<file path="src/design/mpeg4_inverse_acdc_prediction_top_defines.svh">
// Assertion macros shared by the inverse AC/DC prediction RTL.
// No dependencies; included by files that carry concurrent checks.
`ifndef MPEG4_INVERSE_ACDC_PREDICTION_TOP_DEFINES_SVH
`define MPEG4_INVERSE_ACDC_PREDICTION_TOP_DEFINES_SVH

// implication in the same cycle
`define M4ACDC_ASSERT_IMPL(label, clk, rst_n, ante, cons) \
	label: assert property (@(posedge clk) disable iff (!rst_n) (ante) |-> (cons)) \
		else $error("m4acdc assertion failed");

// implication in the following cycle
`define M4ACDC_ASSERT_NEXT(label, clk, rst_n, ante, cons) \
	label: assert property (@(posedge clk) disable iff (!rst_n) (ante) |=> (cons)) \
		else $error("m4acdc assertion failed");

`endif

</file>
<file path="src/design/m4acdc_pkg.sv">
// Types, constants and the DC scaler rule for inverse AC/DC prediction.
// No dependencies; used by the divider cell and the top level.
`default_nettype none
package m4acdc_pkg;

	localparam int COEF_BITS_DEF = 12;
	localparam int PRED_BITS     = 16;
	localparam int QP_BITS       = 5;
	localparam int DEN_BITS      = 6;
	localparam int NUM_BITS      = 20;
	localparam int PROD_BITS     = PRED_BITS + 1 + QP_BITS;
	localparam int SUM_BITS      = NUM_BITS + 2;
	localparam int CFG_DATA_BITS = 5;

	localparam logic CFG_QUANT   = 1'b0;
	localparam logic CFG_AC_PRED = 1'b1;

	typedef enum logic [1:0] {
		MODE_PASS,
		MODE_DC,
		MODE_AC
	} mode_t;

	typedef struct packed {
		mode_t                 mode;
		logic                  neg;
		logic [DEN_BITS-1:0]   den;
		logic [DEN_BITS-1:0]   scaler;
		logic [NUM_BITS-1:0]   num;
		logic [NUM_BITS-1:0]   quot;
		logic [DEN_BITS-1:0]   rem;
	} div_t;

	function automatic logic [DEN_BITS-1:0] dc_scale_f(logic [QP_BITS-1:0] q, logic chroma);
		logic [DEN_BITS-1:0] qe;
		logic [DEN_BITS-1:0] r;
		qe = {1'b0, q};
		if (q < 5'd5) begin
			r = 6'd8;
		end else if (!chroma) begin
			if (q < 5'd9)
				r = {q, 1'b0};
			else if (q < 5'd25)
				r = qe + 6'd8;
			else
				r = {q, 1'b0} - 6'd16;
		end else begin
			if (q < 5'd25)
				r = (qe + 6'd13) >> 1;
			else
				r = qe - 6'd6;
		end
		return r;
	endfunction

endpackage
`default_nettype wire

</file>
<file path="src/design/m4acdc_div_cell.sv">
// One restoring-division cell: resolves one quotient bit per transaction.
// Depends on m4acdc_pkg (div_t).
`default_nettype none
module m4acdc_div_cell #(
	parameter int COEF_BITS = m4acdc_pkg::COEF_BITS_DEF
) (
	input  wire logic                  clk,
	input  wire logic                  arst_n,
	input  wire logic                  en,
	input  wire logic                  in_valid,
	input  wire logic [COEF_BITS-1:0]  in_coef,
	input  wire m4acdc_pkg::div_t      in_stage,
	output logic                       out_valid,
	output logic [COEF_BITS-1:0]       out_coef,
	output m4acdc_pkg::div_t           out_stage
);

	logic                             valid_q;
	logic [COEF_BITS-1:0]             coef_q;
	m4acdc_pkg::div_t                 stage_q;
	m4acdc_pkg::div_t                 stage_d;
	logic [m4acdc_pkg::DEN_BITS:0]    trial;
	logic [m4acdc_pkg::DEN_BITS:0]    den_ext;
	logic                             ge;

	always_comb begin
		trial   = {in_stage.rem, in_stage.num[m4acdc_pkg::NUM_BITS-1]};
		den_ext = {1'b0, in_stage.den};
		ge      = (trial >= den_ext);
		stage_d = in_stage;
		stage_d.rem  = ge ? m4acdc_pkg::DEN_BITS'(trial - den_ext)
		                  : m4acdc_pkg::DEN_BITS'(trial);
		stage_d.num  = {in_stage.num[m4acdc_pkg::NUM_BITS-2:0], 1'b0};
		stage_d.quot = {in_stage.quot[m4acdc_pkg::NUM_BITS-2:0], ge};
	end

	always_ff @(posedge clk or negedge arst_n) begin
		if (!arst_n) begin
			valid_q <= 1'b0;
		end else if (en) begin
			valid_q <= in_valid;
		end
	end

	always_ff @(posedge clk) begin
		if (en) begin
			coef_q  <= in_coef;
			stage_q <= stage_d;
		end
	end

	assign out_valid = valid_q;
	assign out_coef  = coef_q;
	assign out_stage = stage_q;

endmodule
`default_nettype wire

</file>
<file path="src/design/mpeg4_inverse_acdc_prediction_top.sv">
// Inverse AC/DC prediction for MPEG-4 Part 2 intra coefficients.
// Depends on m4acdc_pkg, m4acdc_div_cell and the assertion macro header.
//
// Usage:
//   Input channel (in_valid/in_ready) takes one coefficient per transaction
//   with its raster index, predictor, block type, direction and qp_pred.
//   Output channel (out_valid/out_ready) returns qf_value and dc_scale,
//   one transaction per input, in order.
//   quant and ac_pred_enable are written through cfg_we/cfg_index/cfg_data;
//   the user must write them only while the block is idle; the block itself does not enforce this.
//   Pipeline: one front stage (abs, multiply, rounding offset), a chain
//   of 20 divider cells that each settle one quotient bit, and an output
//   register that adds and saturates.
//   Throughput is one transaction per cycle while the receiver does not stall;
//   the divider chain is fully pipelined, so a new coefficient can enter every cycle.
//   Reset empties the pipeline and sets quant to 1, ac_pred_enable to 0.
//   When the receiver stalls the whole chain holds and in_ready drops;
//   it resumes without loss once out_ready returns.
`default_nettype none
`include "mpeg4_inverse_acdc_prediction_top_defines.svh"
module mpeg4_inverse_acdc_prediction_top #(
	parameter int COEF_BITS = m4acdc_pkg::COEF_BITS_DEF
) (
	input  wire logic                                 clk,
	input  wire logic                                 arst_n,
	input  wire logic                                 cfg_we,
	input  wire logic                                 cfg_index,
	input  wire logic [m4acdc_pkg::CFG_DATA_BITS-1:0] cfg_data,
	input  wire logic                                 in_valid,
	output logic                                      in_ready,
	input  wire logic [5:0]                           coef_index,
	input  wire logic signed [COEF_BITS-1:0]          coef_value,
	input  wire logic signed [m4acdc_pkg::PRED_BITS-1:0] pred_value,
	input  wire logic                                 block_is_chroma,
	input  wire logic                                 direction,
	input  wire logic [m4acdc_pkg::QP_BITS-1:0]       qp_pred,
	output logic                                      out_valid,
	input  wire logic                                 out_ready,
	output logic signed [COEF_BITS-1:0]               qf_value,
	output logic [m4acdc_pkg::DEN_BITS-1:0]           dc_scale
);

	localparam int NB = m4acdc_pkg::NUM_BITS;
	localparam int SW = m4acdc_pkg::SUM_BITS;
	localparam logic signed [SW-1:0] SAT_HI = SW'((1 << (COEF_BITS - 1)) - 1);
	localparam logic signed [SW-1:0] SAT_LO = -SAT_HI - SW'(1);

	logic [m4acdc_pkg::QP_BITS-1:0]  quant_q;
	logic                            ac_pred_enable_q;
	logic                            en;

	// configuration
	always_ff @(posedge clk or negedge arst_n) begin
		if (!arst_n) begin
			quant_q          <= m4acdc_pkg::QP_BITS'(1);
			ac_pred_enable_q <= 1'b0;
		end else if (cfg_we) begin
			case (cfg_index)
				m4acdc_pkg::CFG_QUANT:   quant_q <= cfg_data;
				m4acdc_pkg::CFG_AC_PRED: ac_pred_enable_q <= cfg_data[0];
				default: ;
			endcase
		end
	end

	assign en       = !out_valid || out_ready;
	assign in_ready = en;

	// front stage
	logic [m4acdc_pkg::QP_BITS-1:0]     q_eff;
	logic [m4acdc_pkg::DEN_BITS-1:0]    scaler;
	logic [m4acdc_pkg::PRED_BITS:0]     pred_abs;
	logic [m4acdc_pkg::PROD_BITS-1:0]   prod;
	logic                               in_row;
	logic                               in_col;
	m4acdc_pkg::div_t                   front;

	always_comb begin
		q_eff    = (quant_q == '0) ? m4acdc_pkg::QP_BITS'(1) : quant_q;
		scaler   = m4acdc_pkg::dc_scale_f(q_eff, block_is_chroma);
		pred_abs = pred_value[m4acdc_pkg::PRED_BITS-1]
		           ? ((m4acdc_pkg::PRED_BITS+1)'(0)
		              - {pred_value[m4acdc_pkg::PRED_BITS-1], pred_value})
		           : {1'b0, pred_value};
		prod     = m4acdc_pkg::PROD_BITS'(pred_abs) * m4acdc_pkg::PROD_BITS'(qp_pred);
		in_row   = !direction && (coef_index[5:3] == 3'd0);
		in_col   = direction && (coef_index[2:0] == 3'd0);

		front.neg    = pred_value[m4acdc_pkg::PRED_BITS-1];
		front.scaler = scaler;
		front.quot   = '0;
		front.rem    = '0;
		if (coef_index == 6'd0) begin
			front.mode = m4acdc_pkg::MODE_DC;
			front.den  = scaler;
			front.num  = NB'(pred_abs) + NB'(scaler[m4acdc_pkg::DEN_BITS-1:1]);
		end else begin
			front.mode = (ac_pred_enable_q && (in_row || in_col) && (pred_value != '0))
			             ? m4acdc_pkg::MODE_AC : m4acdc_pkg::MODE_PASS;
			front.den  = {1'b0, q_eff};
			front.num  = NB'(prod + m4acdc_pkg::PROD_BITS'(q_eff[m4acdc_pkg::QP_BITS-1:1]));
		end
	end

	logic                  v_c    [0:NB];
	logic [COEF_BITS-1:0]  coef_c [0:NB];
	m4acdc_pkg::div_t      st_c   [0:NB];

	logic                  valid_s1;
	logic [COEF_BITS-1:0]  coef_s1;
	m4acdc_pkg::div_t      front_s1;

	always_ff @(posedge clk or negedge arst_n) begin
		if (!arst_n) begin
			valid_s1 <= 1'b0;
		end else if (en) begin
			valid_s1 <= in_valid;
		end
	end

	always_ff @(posedge clk) begin
		if (en) begin
			coef_s1  <= coef_value;
			front_s1 <= front;
		end
	end

	assign v_c[0]    = valid_s1;
	assign coef_c[0] = coef_s1;
	assign st_c[0]   = front_s1;

	// divider chain, one quotient bit per cell
	for (genvar i = 0; i < NB; i++) begin : g_cell
		m4acdc_div_cell #(
			.COEF_BITS (COEF_BITS)
		) u_cell (
			.clk       (clk),
			.arst_n    (arst_n),
			.en        (en),
			.in_valid  (v_c[i]),
			.in_coef   (coef_c[i]),
			.in_stage  (st_c[i]),
			.out_valid (v_c[i+1]),
			.out_coef  (coef_c[i+1]),
			.out_stage (st_c[i+1])
		);
	end

	// add and saturate (DC/AC modes) or pass the coefficient, then register the result
	logic signed [SW-1:0]         coef_ext;
	logic signed [SW-1:0]         term;
	logic signed [SW-1:0]         sum;
	logic signed [SW-1:0]         sat;
	logic [COEF_BITS-1:0]         result;
	logic                         out_valid_q;
	logic [COEF_BITS-1:0]         qf_value_q;
	logic [m4acdc_pkg::DEN_BITS-1:0] dc_scale_q;

	always_comb begin
		coef_ext = {{(SW - COEF_BITS){coef_c[NB][COEF_BITS-1]}}, coef_c[NB]};
		term     = st_c[NB].neg ? (SW'(0) - SW'(st_c[NB].quot)) : SW'(st_c[NB].quot);
		sum      = coef_ext + term;
		if (sum > SAT_HI)
			sat = SAT_HI;
		else if (sum < SAT_LO)
			sat = SAT_LO;
		else
			sat = sum;
		case (st_c[NB].mode)
			m4acdc_pkg::MODE_DC: result = sat[COEF_BITS-1:0];
			m4acdc_pkg::MODE_AC: result = sat[COEF_BITS-1:0];
			default:             result = coef_c[NB];
		endcase
	end

	always_ff @(posedge clk or negedge arst_n) begin
		if (!arst_n) begin
			out_valid_q <= 1'b0;
		end else if (en) begin
			out_valid_q <= v_c[NB];
		end
	end

	always_ff @(posedge clk) begin
		if (en) begin
			qf_value_q <= result;
			dc_scale_q <= st_c[NB].scaler;
		end
	end

	assign out_valid = out_valid_q;
	assign qf_value  = qf_value_q;
	assign dc_scale  = dc_scale_q;

	`M4ACDC_ASSERT_IMPL(a_scaler_range, clk, arst_n, out_valid,
		(dc_scale >= 6'd8) && (dc_scale <= 6'd46))
	`M4ACDC_ASSERT_IMPL(a_rem_below_den, clk, arst_n, v_c[NB],
		st_c[NB].rem < st_c[NB].den)
	`M4ACDC_ASSERT_IMPL(a_dc_quot_bound, clk, arst_n,
		v_c[NB] && (st_c[NB].mode == m4acdc_pkg::MODE_DC), st_c[NB].quot <= NB'(4099))
	`M4ACDC_ASSERT_NEXT(a_front_scaler, clk, arst_n, in_valid && in_ready,
		front_s1.scaler >= 6'd8)

endmodule
`default_nettype wire

</file>
<file path="config.mk">
export PLATFORM = sky130hd
export DESIGN_NAME = mpeg4_inverse_acdc_prediction_top
export DESIGN_NICKNAME = d
export VERILOG_FILES = /design/src/design/m4acdc_pkg.sv /design/src/design/m4acdc_div_cell.sv /design/src/design/mpeg4_inverse_acdc_prediction_top.sv
export VERILOG_INCLUDE_DIRS = /design/src /design/src/design
export SDC_FILE = /design/constraint.sdc
export NUM_CORES = 1
export LEC_CHECK = 0
export ABC_CLOCK_PERIOD_IN_PS = 60400
export BUFFER_PORTS_ARGS = -buffer_cell sky130_fd_sc_hd__buf_2
export CORE_ASPECT_RATIO = 0.9
export CORE_MARGIN = 4
export CORE_UTILIZATION = 53
export DETAILED_ROUTE_END_ITERATION = 8
export GPL_TIMING_DRIVEN = 0
export HOLD_SLACK_MARGIN = 0.02
export PLACE_DENSITY = 0.69
export SLEW_MARGIN = 0
export SYNTH_ARGS = -nofsm -noshare
export SYNTH_HDL_FRONTEND = slang
export SYNTH_SLANG_ARGS = --single-unit
export TNS_END_PERCENT = 30
</file>
<file path="constraint.sdc">
create_clock -name clk -period 60.4 [get_ports clk]
set_input_delay 0 -clock clk [delete_from_list [all_inputs] [get_ports clk]]
set_output_delay 0 -clock clk [all_outputs]
set_load 0.03 [all_outputs]
</file>
==> impl_metrics.env <==
export IMPL_status="complete, no violations"
export IMPL_power_leakage_nw=19.9
export IMPL_fin_util_pct=60.5
export IMPL_grt_pass1_wl_mm=110
export IMPL_final_cell_mix="edfxtp_1, inv_1, o21ai_0"
export IMPL_die_w_um=319
export IMPL_tns_ns=0
export IMPL_arrival_ns=5.96
export IMPL_yosys_register_bits=1141
export IMPL_dr_pass1_iters=7
export IMPL_power_mw=3.00
export IMPL_routed_via_density=5.13
export IMPL_ant_nets=0
export IMPL_grt_usage_pct=14.3
export IMPL_wl_per_cell_um=14.9
export IMPL_relSlewSlack_pct=40.3
export IMPL_drt_iter0_drc=1523
export IMPL_slew_viol_final=0
export IMPL_min_period_ns=5.57
export IMPL_cp_slowest_cell="a2111oi_0"
export IMPL_via_count=22300
export IMPL_overflow=0
export IMPL_die_height_um=288
export IMPL_path_class="in -> reg"
export IMPL_cts_hold_buf=49
export IMPL_place_gp_congestion=0.891
export IMPL_end_kind="register"
export IMPL_yosys_most_used_dff="edfxtp_1"
export IMPL_r2r_start="quant_q[4]"
export IMPL_worstHoldStart="direction"
export IMPL_cp_common_cell="inv_1"
export IMPL_grt_pass1_vias=22700
export IMPL_clockRootBuffer="clkbuf_16"
export IMPL_cts_buffers_inserted=107
export IMPL_synthArstFlopShare_pct=2.45
export IMPL_worst_slew_pin_slew_ns=0.892
export IMPL_cp_start_kind="primary input"
export IMPL_min_to="front_s1[60]"
export IMPL_syn_avg_cell_area_um2=16.0
export IMPL_dp_cells=4098
export IMPL_nets=3417
export IMPL_hold_viol_final=0
export IMPL_rsz0062_at_grt="no"
export IMPL_cp_num_buf_inv=6
export IMPL_regToRegEndpoint="front_s1[45]"
export IMPL_cts_tree="yes"
export IMPL_synth_area_um2=46100
export IMPL_r2r_slack_ns=55.16
export IMPL_insertion_delay_ns=0.66
export IMPL_required_ns=60.79
export IMPL_die_area_um2=91800
export IMPL_cts_resized=0
export IMPL_start_util_pct=53.5
export IMPL_setup_viol=0
export IMPL_drt_wl_total_mm=64.7
export IMPL_dp_hpwl_mm=41.9
export IMPL_whs_path_depth=4
export IMPL_drc_errors=0
export IMPL_core_area_um2=86100
export IMPL_irDropWorstVdd_v=0.0000307
export IMPL_critical_path_max_fanout=10
export IMPL_cts_buffer_depth=3
export IMPL_crit_family="compound AO/OA/AOI/OAI gates"
export IMPL_fin_cells=4348
export IMPL_cts_setup_buffers=0
export IMPL_synthCells=2874
export IMPL_post_route_period_util_pct=9.23
export IMPL_fmax_ghz=0.179
export IMPL_p_per_area_nw_per_um2=57.6
export IMPL_dpl_cell_area_um2=48200
export IMPL_path_clk_slew_ns=0.07
export IMPL_syn_to_final_growth_pct=13.0
export IMPL_row_count=102
export IMPL_path_cells="dlygate4sd3_1, buf_2, clkbuf_1, o21ai_0, xnor2_1, nand2_1, fa_1, inv_1, ha_1, inv_1, fa_1, inv_1, ha_1, a21o_1, a21oi_1, o21bai_1, a2111oi_0, o31ai_1, o21ai_0, a21oi_1, xnor2_1, nor2_1"
export IMPL_yosysUniqueCellTypes=85
export IMPL_ys_warn_count=0
export IMPL_antenna_found_initial=0
export IMPL_grt_max_degree=145
export IMPL_drive_above_1_share_pct=10.4
export IMPL_clock_sinks=1141
export IMPL_layout_commonest_cell="edfxtp_1"
export IMPL_synth_edff_count=1113
export IMPL_finish_instance_area_um2=52100
export IMPL_slowest_delay_ns=0.69
export IMPL_reg2reg_depth=18
export IMPL_cap_violations=0
export IMPL_ctsHtreeMaxLevel=3
export IMPL_ios=72
export IMPL_antenna_cells=0
export IMPL_hp_class="in -> reg"
export IMPL_port_buffers=70
export IMPL_finalClockSkew_ns=0.0232
export IMPL_ys_seq_area_share_pct=74.0
cells by family (layout without fill, tap and decap cells):
kind of cell / Yosys count / count (layout) / share of synthesized area, %
flip-flops: 1141 / 1141 / 74.0
AND/OR/NAND/NOR: 521 / 521 / 5.68
AO/OA/AOI/OAI: 420 / 420 / 5.86
buffers and inverters: 376 / 705 / 3.18
adder cells (fa/ha/maj): 253 / 253 / 7.97
XOR/XNOR: 106 / 106 / 2.03
multiplexers: 55 / 55 / 1.28
other: 2 / 3 / 0.0163
worst max-delay path by stage:
| stage | from | end | slack, ns | depth (start not counted) |
|---|---|---|---|---|
| after floorplan | out_valid | coef_s1[0] | 36.42 | 4 |
| after global placement | out_valid | in_ready | 27.78 | 5 |
| after detailed placement | pred_value[15] | front_s1[45] | 54.67 | 21 |
| after CTS | pred_value[15] | front_s1[45] | 54.86 | 22 |
| after global routing | pred_value[15] | front_s1[45] | 54.46 | 22 |
| final | pred_value[15] | front_s1[45] | 54.83 | 22 |
tightest hold or removal path, stage by stage:
cell and delay [ns]:
buf_2 0.09, nor3_1 0.04, o21ai_0 0.30, a21oi_1 0.12
per-layer routing:
metal | track usage [%] | up-vias | wire length (um)
li1 | - | 11000 | -
met1 | 17.9 | 10800 | 27500
met2 | 25.1 | 349 | 32800
met3 | 2.52 | 163 | 2270
met4 | 5.34 | 0 | 2120
met5 | 0 | - | 0
report_power, final:
group	internal, mW	leakage, nW	switching (mW)
sequential	1.36	11.5	0.116
clock	0.363	1.66	0.283
combinational	0.360	6.78	0.520
total	2.08	19.9	0.918
sequential cells by signal (all words and copies together), names as in the netlist:
signal and cells:
ac_pred_enable_q 1, coef_s1 12, dc_scale 6, front_s1 35, g_cell.u_cell.out_coef 240, g_cell.u_cell.out_stage 808
g_cell.u_cell.out_valid 20, out_valid 1, qf_value 12, quant_q 5, valid_s1 1
cell usage after synthesis (all sizes together), types with 16 or more instances:
cell type / n / area (um^2)
edfxtp: 1113 / 33400
inv: 322 / 1210
o21ai: 190 / 955
ha: 185 / 2310
nand2: 167 / 629
nor2: 102 / 383
nor2b: 100 / 633
a21oi: 75 / 383
fa: 68 / 1360
xor2: 54 / 480
xnor2: 52 / 455
clkbuf: 42 / 178
mux2: 32 / 360
o31ai: 30 / 230
dfrtp: 27 / 676
nand4: 25 / 156
mux2i: 23 / 230
nor3: 22 / 110
or4: 22 / 169
o211a: 19 / 190
a21boi: 18 / 135
a21o: 17 / 128
and2: 16 / 100
layout make-up:
class | count | area, um^2
clock inverters | 80 | 711
repair buffers | 128 | 1100
well taps | 1144 | 1430
inverters | 323 | 1220
clock buffers | 121 | 2730
plain buffers | 53 | 254
flip-flops and latches | 1141 | 34100
fillers | 6294 | 34000
multi-input cells | 1358 | 10500
through the flow:
stage	hold WS (ns)	setup slack, ns
3_3_place_gp	0.0176	27.78
5_1_grt	0.0583	54.46
6_report	0.0758	54.83
4_1_cts	0.0216	54.86
2_1_floorplan	-0.296	36.42
3_5_place_dp	0.0317	54.67
(Power assumes the default switching activity.)
